===== src/sesf_pkg.sv =====
// Shared types and constants for the stack engine with search filter.
// Used by the controller, the datapath, the top level and the checker.
package sesf_pkg;

    localparam int SESF_STACK_DEPTH = 64;
    localparam int SESF_DATA_W      = 32;
    localparam int SESF_COUNT_W     = 7;

    typedef enum logic [2:0] {
        ACT_PUSH   = 3'd0,
        ACT_POP    = 3'd1,
        ACT_PEEK   = 3'd2,
        ACT_SEARCH = 3'd3,
        ACT_REMOVE = 3'd4,
        ACT_EVEN   = 3'd5,
        ACT_DEDUP  = 3'd6
    } action_t;

    typedef enum logic [1:0] {
        ST_OK    = 2'd0,
        ST_EMPTY = 2'd1,
        ST_FULL  = 2'd2
    } status_t;

    typedef enum logic [3:0] {
        S_IDLE,
        S_DISPATCH,
        S_POP_USE,
        S_SRCH_CMP,
        S_RM_CMP,
        S_RM_SHIFT,
        S_EVEN_CMP,
        S_DD_X,
        S_DD_CMP,
        S_DONE
    } state_t;

    typedef enum logic [2:0] {RA_I, RA_INEXT, RA_IPREV, RA_I2, RA_JNEXT, RA_TOP} rsel_t;
    typedef enum logic [1:0] {WA_FILL, WA_W, WA_I} wsel_t;
    typedef enum logic [1:0] {WD_OPER, WD_RDATA, WD_X} dsel_t;
    typedef enum logic [2:0] {I_HOLD, I_CLR, I_TOP, I_INC, I_DEC} iop_t;
    typedef enum logic [1:0] {J_HOLD, J_INIT, J_INC} jop_t;
    typedef enum logic [1:0] {W_HOLD, W_CLR, W_INC} wop_t;
    typedef enum logic [1:0] {F_HOLD, F_INC, F_DEC, F_W} fop_t;

    typedef struct packed {
        logic    load;
        rsel_t   rd_sel;
        logic    wr_en;
        wsel_t   wa_sel;
        dsel_t   wd_sel;
        iop_t    i_op;
        jop_t    j_op;
        wop_t    w_op;
        fop_t    f_op;
        logic    x_load;
        logic    status_we;
        status_t status_val;
        logic    data_load;
        logic    hit_set;
    } cmd_t;

    typedef struct packed {
        action_t op;
        logic    fill_zero;
        logic    full;
        logic    i_last;
        logic    i_next_last;
        logic    i_zero;
        logic    j_last;
        logic    rd_eq_oper;
        logic    rd_eq_x;
        logic    rd_odd;
    } stat_t;

endpackage


===== src/sesf_ram.sv =====
// Generic single-write, single-read RAM with a registered read port.
// No dependencies.
module sesf_ram #(
    parameter int WIDTH = 32,
    parameter int DEPTH = 64
) (
    input  logic                     clk,
    input  logic                     we,
    input  logic [$clog2(DEPTH)-1:0] waddr,
    input  logic [WIDTH-1:0]         wdata,
    input  logic [$clog2(DEPTH)-1:0] raddr,
    output logic [WIDTH-1:0]         rdata
);

    logic [WIDTH-1:0] mem [DEPTH];

    always_ff @(posedge clk)
    begin
        if (we)
        begin
            mem[waddr] <= wdata;
        end
        rdata <= mem[raddr];
    end

endmodule


===== src/sesf_datapath.sv =====
// Datapath of the stack engine: entry store, fill level, walk indexes and result registers.
// Depends on sesf_pkg and sesf_ram; driven by commands from sesf_ctrl.
module sesf_datapath #(
    parameter int STACK_DEPTH = sesf_pkg::SESF_STACK_DEPTH
) (
    input  logic                                 clk,
    input  logic                                 rst_n,
    input  sesf_pkg::cmd_t                       cmd,
    output sesf_pkg::stat_t                      stat,
    input  logic [2:0]                           action,
    input  logic signed [sesf_pkg::SESF_DATA_W-1:0] operand_value,
    output logic [1:0]                           status,
    output logic signed [sesf_pkg::SESF_DATA_W-1:0] data_out,
    output logic                                 hit,
    output logic [sesf_pkg::SESF_COUNT_W-1:0]    entry_count,
    output logic                                 is_empty
);
    import sesf_pkg::*;

    localparam int AW = $clog2(STACK_DEPTH);
    localparam int FW = $clog2(STACK_DEPTH + 1);

    action_t              op_reg;
    logic [SESF_DATA_W-1:0] oper_reg;
    logic [SESF_DATA_W-1:0] x_reg;
    logic [FW-1:0]        fill_reg, fill_next;
    logic [AW-1:0]        i_reg, i_next;
    logic [AW-1:0]        j_reg, j_next;
    logic [FW-1:0]        w_reg, w_next;
    status_t              status_reg;
    logic [SESF_DATA_W-1:0] data_reg;
    logic                 hit_reg;

    logic [AW-1:0]        raddr, waddr;
    logic [SESF_DATA_W-1:0] wdata, rdata;
    logic [FW-1:0]        i_ext, j_ext;

    sesf_ram #(
        .WIDTH (SESF_DATA_W),
        .DEPTH (STACK_DEPTH)
    ) u_ram (
        .clk   (clk),
        .we    (cmd.wr_en),
        .waddr (waddr),
        .wdata (wdata),
        .raddr (raddr),
        .rdata (rdata)
    );

    assign i_ext = FW'(i_reg);
    assign j_ext = FW'(j_reg);

    always_comb
    begin
        unique case (cmd.rd_sel)
            RA_I:     raddr = i_reg;
            RA_INEXT: raddr = i_reg + AW'(1);
            RA_IPREV: raddr = i_reg - AW'(1);
            RA_I2:    raddr = AW'(i_ext + FW'(2));
            RA_JNEXT: raddr = j_reg + AW'(1);
            RA_TOP:   raddr = AW'(fill_reg - FW'(1));
            default:  raddr = i_reg;
        endcase
        unique case (cmd.wa_sel)
            WA_FILL: waddr = AW'(fill_reg);
            WA_W:    waddr = AW'(w_reg);
            WA_I:    waddr = i_reg;
            default: waddr = i_reg;
        endcase
        unique case (cmd.wd_sel)
            WD_OPER:  wdata = oper_reg;
            WD_RDATA: wdata = rdata;
            WD_X:     wdata = x_reg;
            default:  wdata = rdata;
        endcase
    end

    always_comb
    begin
        unique case (cmd.i_op)
            I_CLR:   i_next = '0;
            I_TOP:   i_next = AW'(fill_reg - FW'(1));
            I_INC:   i_next = i_reg + AW'(1);
            I_DEC:   i_next = i_reg - AW'(1);
            default: i_next = i_reg;
        endcase
        unique case (cmd.j_op)
            J_INIT:  j_next = i_reg + AW'(1);
            J_INC:   j_next = j_reg + AW'(1);
            default: j_next = j_reg;
        endcase
        unique case (cmd.w_op)
            W_CLR:   w_next = '0;
            W_INC:   w_next = w_reg + FW'(1);
            default: w_next = w_reg;
        endcase
        // The filters rewrite the fill level with the write pointer, including
        // the entry kept in the same cycle.
        unique case (cmd.f_op)
            F_INC:   fill_next = fill_reg + FW'(1);
            F_DEC:   fill_next = fill_reg - FW'(1);
            F_W:     fill_next = w_next;
            default: fill_next = fill_reg;
        endcase
    end

    always_ff @(posedge clk or negedge rst_n)
    begin
        if (!rst_n)
        begin
            fill_reg   <= '0;
            i_reg      <= '0;
            j_reg      <= '0;
            w_reg      <= '0;
            op_reg     <= ACT_PUSH;
            status_reg <= ST_OK;
            hit_reg    <= 1'b0;
        end
        else
        begin
            fill_reg <= fill_next;
            i_reg    <= i_next;
            j_reg    <= j_next;
            w_reg    <= w_next;
            if (cmd.load)
            begin
                op_reg     <= action_t'(action);
                status_reg <= ST_OK;
                hit_reg    <= 1'b0;
            end
            else
            begin
                if (cmd.status_we)
                begin
                    status_reg <= cmd.status_val;
                end
                if (cmd.hit_set)
                begin
                    hit_reg <= 1'b1;
                end
            end
        end
    end

    always_ff @(posedge clk)
    begin
        if (cmd.load)
        begin
            oper_reg <= operand_value;
            data_reg <= '0;
        end
        else if (cmd.data_load)
        begin
            data_reg <= rdata;
        end
        if (cmd.x_load)
        begin
            x_reg <= rdata;
        end
    end

    always_comb
    begin
        stat.op          = op_reg;
        stat.fill_zero   = (fill_reg == '0);
        stat.full        = (fill_reg == FW'(STACK_DEPTH));
        stat.i_last      = (i_ext + FW'(1) == fill_reg);
        stat.i_next_last = (i_ext + FW'(2) == fill_reg);
        stat.i_zero      = (i_reg == '0);
        stat.j_last      = (j_ext + FW'(1) == fill_reg);
        stat.rd_eq_oper  = (rdata == oper_reg);
        stat.rd_eq_x     = (rdata == x_reg);
        stat.rd_odd      = rdata[0];
    end

    assign status      = status_reg;
    assign data_out    = data_reg;
    assign hit         = hit_reg;
    assign entry_count = SESF_COUNT_W'(fill_reg);
    assign is_empty    = (fill_reg == '0);

endmodule


===== src/sesf_ctrl.sv =====
// Controller of the stack engine: sequences each command over the datapath.
// Depends on sesf_pkg; talks to sesf_datapath through cmd_t and stat_t.
module sesf_ctrl (
    input  logic            clk,
    input  logic            rst_n,
    input  logic            start,
    output logic            busy,
    output logic            done,
    input  sesf_pkg::stat_t stat,
    output sesf_pkg::cmd_t  cmd
);
    import sesf_pkg::*;

    state_t state_reg, state_next;

    always_ff @(posedge clk or negedge rst_n)
    begin
        if (!rst_n)
        begin
            state_reg <= S_IDLE;
        end
        else
        begin
            state_reg <= state_next;
        end
    end

    always_comb
    begin
        cmd        = '0;
        state_next = state_reg;
        busy       = (state_reg != S_IDLE);
        done       = 1'b0;

        unique case (state_reg)
            S_IDLE:
            begin
                if (start)
                begin
                    cmd.load   = 1'b1;
                    cmd.i_op   = I_CLR;
                    cmd.w_op   = W_CLR;
                    state_next = S_DISPATCH;
                end
            end

            S_DISPATCH:
            begin
                state_next = S_DONE;
                unique case (stat.op)
                    ACT_PUSH:
                    begin
                        if (stat.full)
                        begin
                            cmd.status_we  = 1'b1;
                            cmd.status_val = ST_FULL;
                        end
                        else
                        begin
                            cmd.wr_en  = 1'b1;
                            cmd.wa_sel = WA_FILL;
                            cmd.wd_sel = WD_OPER;
                            cmd.f_op   = F_INC;
                        end
                    end
                    ACT_POP, ACT_PEEK:
                    begin
                        if (stat.fill_zero)
                        begin
                            cmd.status_we  = 1'b1;
                            cmd.status_val = ST_EMPTY;
                        end
                        else
                        begin
                            cmd.rd_sel = RA_TOP;
                            state_next = S_POP_USE;
                        end
                    end
                    ACT_SEARCH:
                    begin
                        if (!stat.fill_zero)
                        begin
                            cmd.rd_sel = RA_I;
                            state_next = S_SRCH_CMP;
                        end
                    end
                    ACT_REMOVE:
                    begin
                        if (!stat.fill_zero)
                        begin
                            cmd.rd_sel = RA_TOP;
                            cmd.i_op   = I_TOP;
                            state_next = S_RM_CMP;
                        end
                    end
                    ACT_EVEN:
                    begin
                        if (!stat.fill_zero)
                        begin
                            cmd.rd_sel = RA_I;
                            state_next = S_EVEN_CMP;
                        end
                    end
                    ACT_DEDUP:
                    begin
                        if (!stat.fill_zero)
                        begin
                            cmd.rd_sel = RA_I;
                            state_next = S_DD_X;
                        end
                    end
                    default:
                    begin
                        state_next = S_DONE;
                    end
                endcase
            end

            S_POP_USE:
            begin
                cmd.data_load = 1'b1;
                if (stat.op == ACT_POP)
                begin
                    cmd.f_op = F_DEC;
                end
                state_next = S_DONE;
            end

            S_SRCH_CMP:
            begin
                if (stat.rd_eq_oper)
                begin
                    cmd.hit_set = 1'b1;
                    state_next  = S_DONE;
                end
                else if (stat.i_last)
                begin
                    state_next = S_DONE;
                end
                else
                begin
                    cmd.i_op   = I_INC;
                    cmd.rd_sel = RA_INEXT;
                end
            end

            // Walks down from the top; the first match is closed up by shifting
            // the entries above it down one place.
            S_RM_CMP:
            begin
                if (stat.rd_eq_oper)
                begin
                    cmd.hit_set = 1'b1;
                    if (stat.i_last)
                    begin
                        cmd.f_op   = F_DEC;
                        state_next = S_DONE;
                    end
                    else
                    begin
                        cmd.rd_sel = RA_INEXT;
                        state_next = S_RM_SHIFT;
                    end
                end
                else if (stat.i_zero)
                begin
                    state_next = S_DONE;
                end
                else
                begin
                    cmd.i_op   = I_DEC;
                    cmd.rd_sel = RA_IPREV;
                end
            end

            S_RM_SHIFT:
            begin
                cmd.wr_en  = 1'b1;
                cmd.wa_sel = WA_I;
                cmd.wd_sel = WD_RDATA;
                if (stat.i_next_last)
                begin
                    cmd.f_op   = F_DEC;
                    state_next = S_DONE;
                end
                else
                begin
                    cmd.i_op   = I_INC;
                    cmd.rd_sel = RA_I2;
                end
            end

            S_EVEN_CMP:
            begin
                if (stat.rd_odd)
                begin
                    cmd.wr_en  = 1'b1;
                    cmd.wa_sel = WA_W;
                    cmd.wd_sel = WD_RDATA;
                    cmd.w_op   = W_INC;
                end
                else
                begin
                    cmd.hit_set = 1'b1;
                end
                if (stat.i_last)
                begin
                    cmd.f_op   = F_W;
                    state_next = S_DONE;
                end
                else
                begin
                    cmd.i_op   = I_INC;
                    cmd.rd_sel = RA_INEXT;
                end
            end

            // Candidate entry i is captured; the topmost entry is always kept.
            S_DD_X:
            begin
                cmd.x_load = 1'b1;
                if (stat.i_last)
                begin
                    cmd.wr_en  = 1'b1;
                    cmd.wa_sel = WA_W;
                    cmd.wd_sel = WD_RDATA;
                    cmd.w_op   = W_INC;
                    cmd.f_op   = F_W;
                    state_next = S_DONE;
                end
                else
                begin
                    cmd.j_op   = J_INIT;
                    cmd.rd_sel = RA_INEXT;
                    state_next = S_DD_CMP;
                end
            end

            S_DD_CMP:
            begin
                if (stat.rd_eq_x)
                begin
                    cmd.hit_set = 1'b1;
                    cmd.i_op    = I_INC;
                    cmd.rd_sel  = RA_INEXT;
                    state_next  = S_DD_X;
                end
                else if (stat.j_last)
                begin
                    cmd.wr_en  = 1'b1;
                    cmd.wa_sel = WA_W;
                    cmd.wd_sel = WD_X;
                    cmd.w_op   = W_INC;
                    cmd.i_op   = I_INC;
                    cmd.rd_sel = RA_INEXT;
                    state_next = S_DD_X;
                end
                else
                begin
                    cmd.j_op   = J_INC;
                    cmd.rd_sel = RA_JNEXT;
                end
            end

            S_DONE:
            begin
                done       = 1'b1;
                state_next = S_IDLE;
            end

            default:
            begin
                state_next = S_IDLE;
            end
        endcase
    end

endmodule


===== src/stack_engine_with_search_filter.sv =====
// Bounded LIFO stack engine with search, remove and filter commands.
// Depends on sesf_pkg, sesf_ctrl, sesf_datapath and sesf_ram.
//
// A command is taken when start is high while busy is low; busy then stays high
// until its single result has been shown. The result is on the output ports for
// exactly one cycle, marked by done, and must be captured then, since the
// receiver cannot stall the block. Search and remove-even walk up through the
// entries, remove-first-match walks down and then closes the gap, and
// remove-duplicates compares every entry against those above it. The one read
// port of the entry RAM, one entry per cycle, paces these walks. The entry
// RAM needs no clearing after reset; only entries below the fill level are
// ever read.
module stack_engine_with_search_filter #(
    parameter int STACK_DEPTH = sesf_pkg::SESF_STACK_DEPTH
) (
    input  logic                                    clk,
    input  logic                                    rst_n,
    input  logic                                    start,
    output logic                                    busy,
    input  logic [2:0]                              action,
    input  logic signed [sesf_pkg::SESF_DATA_W-1:0] operand_value,
    output logic                                    done,
    output logic [1:0]                              status,
    output logic signed [sesf_pkg::SESF_DATA_W-1:0] data_out,
    output logic                                    hit,
    output logic [sesf_pkg::SESF_COUNT_W-1:0]       entry_count,
    output logic                                    is_empty
);
    import sesf_pkg::*;

    cmd_t  cmd;
    stat_t stat;

    sesf_ctrl u_ctrl (
        .clk   (clk),
        .rst_n (rst_n),
        .start (start),
        .busy  (busy),
        .done  (done),
        .stat  (stat),
        .cmd   (cmd)
    );

    sesf_datapath #(
        .STACK_DEPTH (STACK_DEPTH)
    ) u_datapath (
        .clk           (clk),
        .rst_n         (rst_n),
        .cmd           (cmd),
        .stat          (stat),
        .action        (action),
        .operand_value (operand_value),
        .status        (status),
        .data_out      (data_out),
        .hit           (hit),
        .entry_count   (entry_count),
        .is_empty      (is_empty)
    );

endmodule


===== config.mk =====
export PLATFORM = sky130hd
export DESIGN_NAME = stack_engine_with_search_filter
export DESIGN_NICKNAME = d
export VERILOG_FILES = /design/src/sesf_pkg.sv /design/src/sesf_ram.sv /design/src/sesf_datapath.sv /design/src/sesf_ctrl.sv /design/src/stack_engine_with_search_filter.sv
export SDC_FILE = /design/constraint.sdc
export NUM_CORES = 2
export LEC_CHECK = 0
export ABC_AREA = 1
export CAP_MARGIN = 20
export CORE_ASPECT_RATIO = 0.9
export CORE_UTILIZATION = 51
export CTS_BUF_LIST = sky130_fd_sc_hd__clkbuf_4 sky130_fd_sc_hd__clkbuf_8
export DETAILED_ROUTE_END_ITERATION = 7
export DONT_BUFFER_PORTS = 1
export PLACE_DENSITY_LB_ADDON = 0.15
export SLEW_MARGIN = 20
export SYNTH_ARGS = -nofsm -noshare
export SYNTH_HDL_FRONTEND = slang
export SYNTH_SLANG_ARGS = --single-unit

===== constraint.sdc =====
create_clock -name clk -period 6.31 [get_ports clk]
set_input_delay 0.9465 -clock clk [delete_from_list [all_inputs] [get_ports clk]]
set_output_delay 0.9465 -clock clk [all_outputs]
set_load 0.01 [all_outputs]

==> metrics <==
status complete, no violations; Final nets 9305; fillers 15800; crit-path max cell delay 960 ps; first-pass GRT wire length 441000 um; Final ANT Viol Nets 0; CTS tree yes; hold endpoint u_datapath.op_reg[2]; Die W 466 um; Final Cycle Share 0.891; Synth warnings 0; Largest Register u_datapath.u_ram.mem; Worst Tran Pin Value 1230 ps; Area Growth Syn to Fin 12.2%; vias in the first global route 66100; via count 70300; Slew Limit Fails 0; Total Die Area 0.195 mm^2; Finished Core Util 0.579; DRT iter0 DRCs 9128; Root Driver clkbuf_8; TritonRoute pass-1 iters 8; Worst Setup End Kind flip-flop; HPWL after detailed placement 165000 um; Slowest cell on crit path dfxtp_1; clock skew 91.4 ps; Worst Path Required 7240 ps; Worst slew margin 0.180; final setup violation count 0; Post-Syn Nets 9209; Synth Cell Area 0.0988 mm^2; RSZ-0062 raised after global routing no; Buf/Inv on CP 4; largest net degree at the start of global routing about 150; Residual DRC 0; kind of critical path reg2reg; Max Cap Viol 0; floorplan row count 152; core area 0.192 mm^2; worst hold path class in2reg; Final Critical Period 5620 ps; sequential share of the synthesized area 0.664; critical path, cell by cell inv_1 -> nand2_1 -> nand2_1 -> nor2_1 -> nand2_1 -> nor2_1 -> nand2_1 -> nor2_2 -> nor2_1 -> nand2_1 -> nand2_1 -> inv_2 -> nand2_2 -> nor2_1 -> nand2_1 -> o2111ai_1 -> o21ai_4 -> inv_6 -> buf_4 -> nand3_1 -> nand3_1 -> nand3_1 -> nand2_1; hold path start action[2]; routability congestion estimate from global placement 0.920; initial core utilization 0.516; Port Buffers 0; CTS Sinks 2212; critical path startpoint category flip-flop; total grt overflow 0; Mean Syn Cell Area around 11 um^2; via/cell ratio approximately 5.8; H-Tree Depth 5; Routed WL 302000 um; Max Root-Sink Buffers 4; Worst R2R End u_datapath.u_ram.rdata[2]; crit path DAT 6550 ps; r2r worst-path depth 23; Reg-to-Reg Start u_datapath.u_ram.rdata[31]; max reg flops between 2000 and 2500; die extent in y 420 um; r2r setup slk 690 ps; share of layout cells above drive strength 1 0.103; fmax roughly 180 MHz; Fin Hold WS between 200 and 250 ps; initial antenna violation count 6; kind of cell adding the most delay to the critical path simple AND/OR/NAND/NOR gates; WL per Instance about 25 um; Clock transition at path regs approximately 60 ps; synthesized flop and latch total 2212; Unique masters post-synth 49; # IOs 83; hold path depth 2; CP max FO 44; Num CTS Buffers approximately 370; Syn Inst Count 9159; GRT Overall Usage 0.305; most used cell, CP nand2_1; final hold vios 0; worst-skew pair later-pin latency 1080 ps
## worst register-to-register path, cell delays in order, from the launching register on
cell and delay (ps):
dfxtp_1 960, inv_1 140, nand2_1 90, nand2_1 50, nor2_1 100, nand2_1 60, nor2_1 300, nand2_1 120
nor2_2 310, nor2_1 130, nand2_1 120, nand2_1 90, inv_2 140, nand2_2 80, nor2_1 350, nand2_1 100
o2111ai_1 140, o21ai_4 240, inv_6 580, buf_4 400, nand3_1 190, nand3_1 110, nand3_1 500, nand2_1 220
## metrics by stage
step	setup slack (ps)	area, um^2	instances	setup TNS (ps)
after global placement	805	103000	11400	0
after floorplan	-93.4	98800	9159	-5970
final	688	111000	12100	0
after detailed placement	804	103000	11400	0
after global routing	448	111000	12100	0
after CTS	752	111000	12100	0
## area by class of cell
| type | count | area [um^2] | share of cell area |
|---|---|---|---|
| Sequential cell | 2212 | 65600 | 0.592 |
| Clock inverter | 96 | 475 | 0.00429 |
| Antenna cell | 6 | 15.0 | 0.000136 |
| Multi-Input combinational cell | 5033 | 26200 | 0.237 |
| Timing Repair Buffer | 311 | 3720 | 0.0336 |
| Clock buffer | 546 | 6570 | 0.0593 |
| Tap cell | 2541 | 3180 | 0.0287 |
| Inverter | 1328 | 5000 | 0.0452 |
## metal layers
| metal | wire (um) | part of all wire | global-route usage | vias to the layer above |
|---|---|---|---|---|
| met5 | 0 | 0 | 0 | - |
| met4 | 8820 | 0.029 | 0.100 | 0 |
| met3 | 29400 | 0.098 | 0.0535 | 598 |
| met2 | 135000 | 0.45 | 0.463 | 3620 |
| met1 | 128000 | 0.42 | 0.444 | 34500 |
| li1 | - | - | - | 31600 |
## synth_stat cells, drive strengths merged
cell type,n,area [um^2]
a22oi,5,37.5
xnor2,24,210
xor2,14,123
nand3b,768,5770
edfxtp,2112,63400
ha,12,150
a32o,1,10.0
clkbuf,189,709
o2111ai,7,61.3
nand4,18,128
o21a,5,37.5
a211oi,2,15.0
a2111oi,1,8.76
or2,2,12.5
nor4,7,43.8
dfrtp,36,901
o22ai,7,43.8
a21oi,58,290
and3,2,12.5
clkinv,1,3.75
o211ai,25,193
dfxtp,64,1280
nor2,154,603
nand2,1621,6100
a31oi,2,12.5
nand3,2226,11200
o221ai,14,123
inv,1327,4980
nor3b,3,22.5
a41oi,1,8.76
nor3,18,95.1
buf,397,2030
a32oi,1,8.76
a221oi,2,17.5
o21ai,33,165
## cells in the final DEF, fill, tap and decap left out, types with 28 or more instances in the layout
master and count:
inv_1 1307, dlygate4sd3_1 35, nand3_1 2221, nor2_1 85, clkbuf_8 395, edfxtp_1 2112, dfrtp_1 36, buf_12 104
nand3b_1 768, nor2_4 65, clkbuf_4 152, nand2_1 1615, clkinv_2 28, clkinv_1 61, a21oi_1 58, buf_4 171
dfxtp_1 64
## kinds of logic after synthesis
kind of cell	Yosys count	share of synthesized area
adder cells (fa/ha/maj)	12	0.00152
AO/OA/AOI/OAI	164	0.0104
AND/OR/NAND/NOR	4819	0.243
flip-flops	2212	0.664
XOR/XNOR	38	0.00337
buffers and inverters	1914	0.0781
## worst max-delay path by stage
stage / from / endpoint / slack, ps / cells past startpoint
2_1_floorplan: u_datapath.i_reg[0] / u_datapath.u_ram.mem[46][0] / -90 / 24
3_3_place_gp: u_datapath.u_ram.rdata[31] / u_datapath.u_ram.rdata[26] / 800 / 20
3_5_place_dp: u_datapath.u_ram.rdata[31] / u_datapath.u_ram.rdata[26] / 800 / 25
4_1_cts: u_datapath.u_ram.rdata[31] / u_datapath.u_ram.rdata[26] / 750 / 25
5_1_grt: u_datapath.u_ram.rdata[31] / u_datapath.u_ram.rdata[21] / 450 / 24
6_report: u_datapath.u_ram.rdata[31] / u_datapath.u_ram.rdata[2] / 690 / 23
## repair_timing
action                    in CTS  in global routing
resized for setup              0                  0
hold endpoints to repair      70                  0
buffers inserted               0                  0
hold buffers                  36                  0
Power is not shown: default switching activity piles up to over one toggle a cycle in this logic, so the estimate is an artifact.
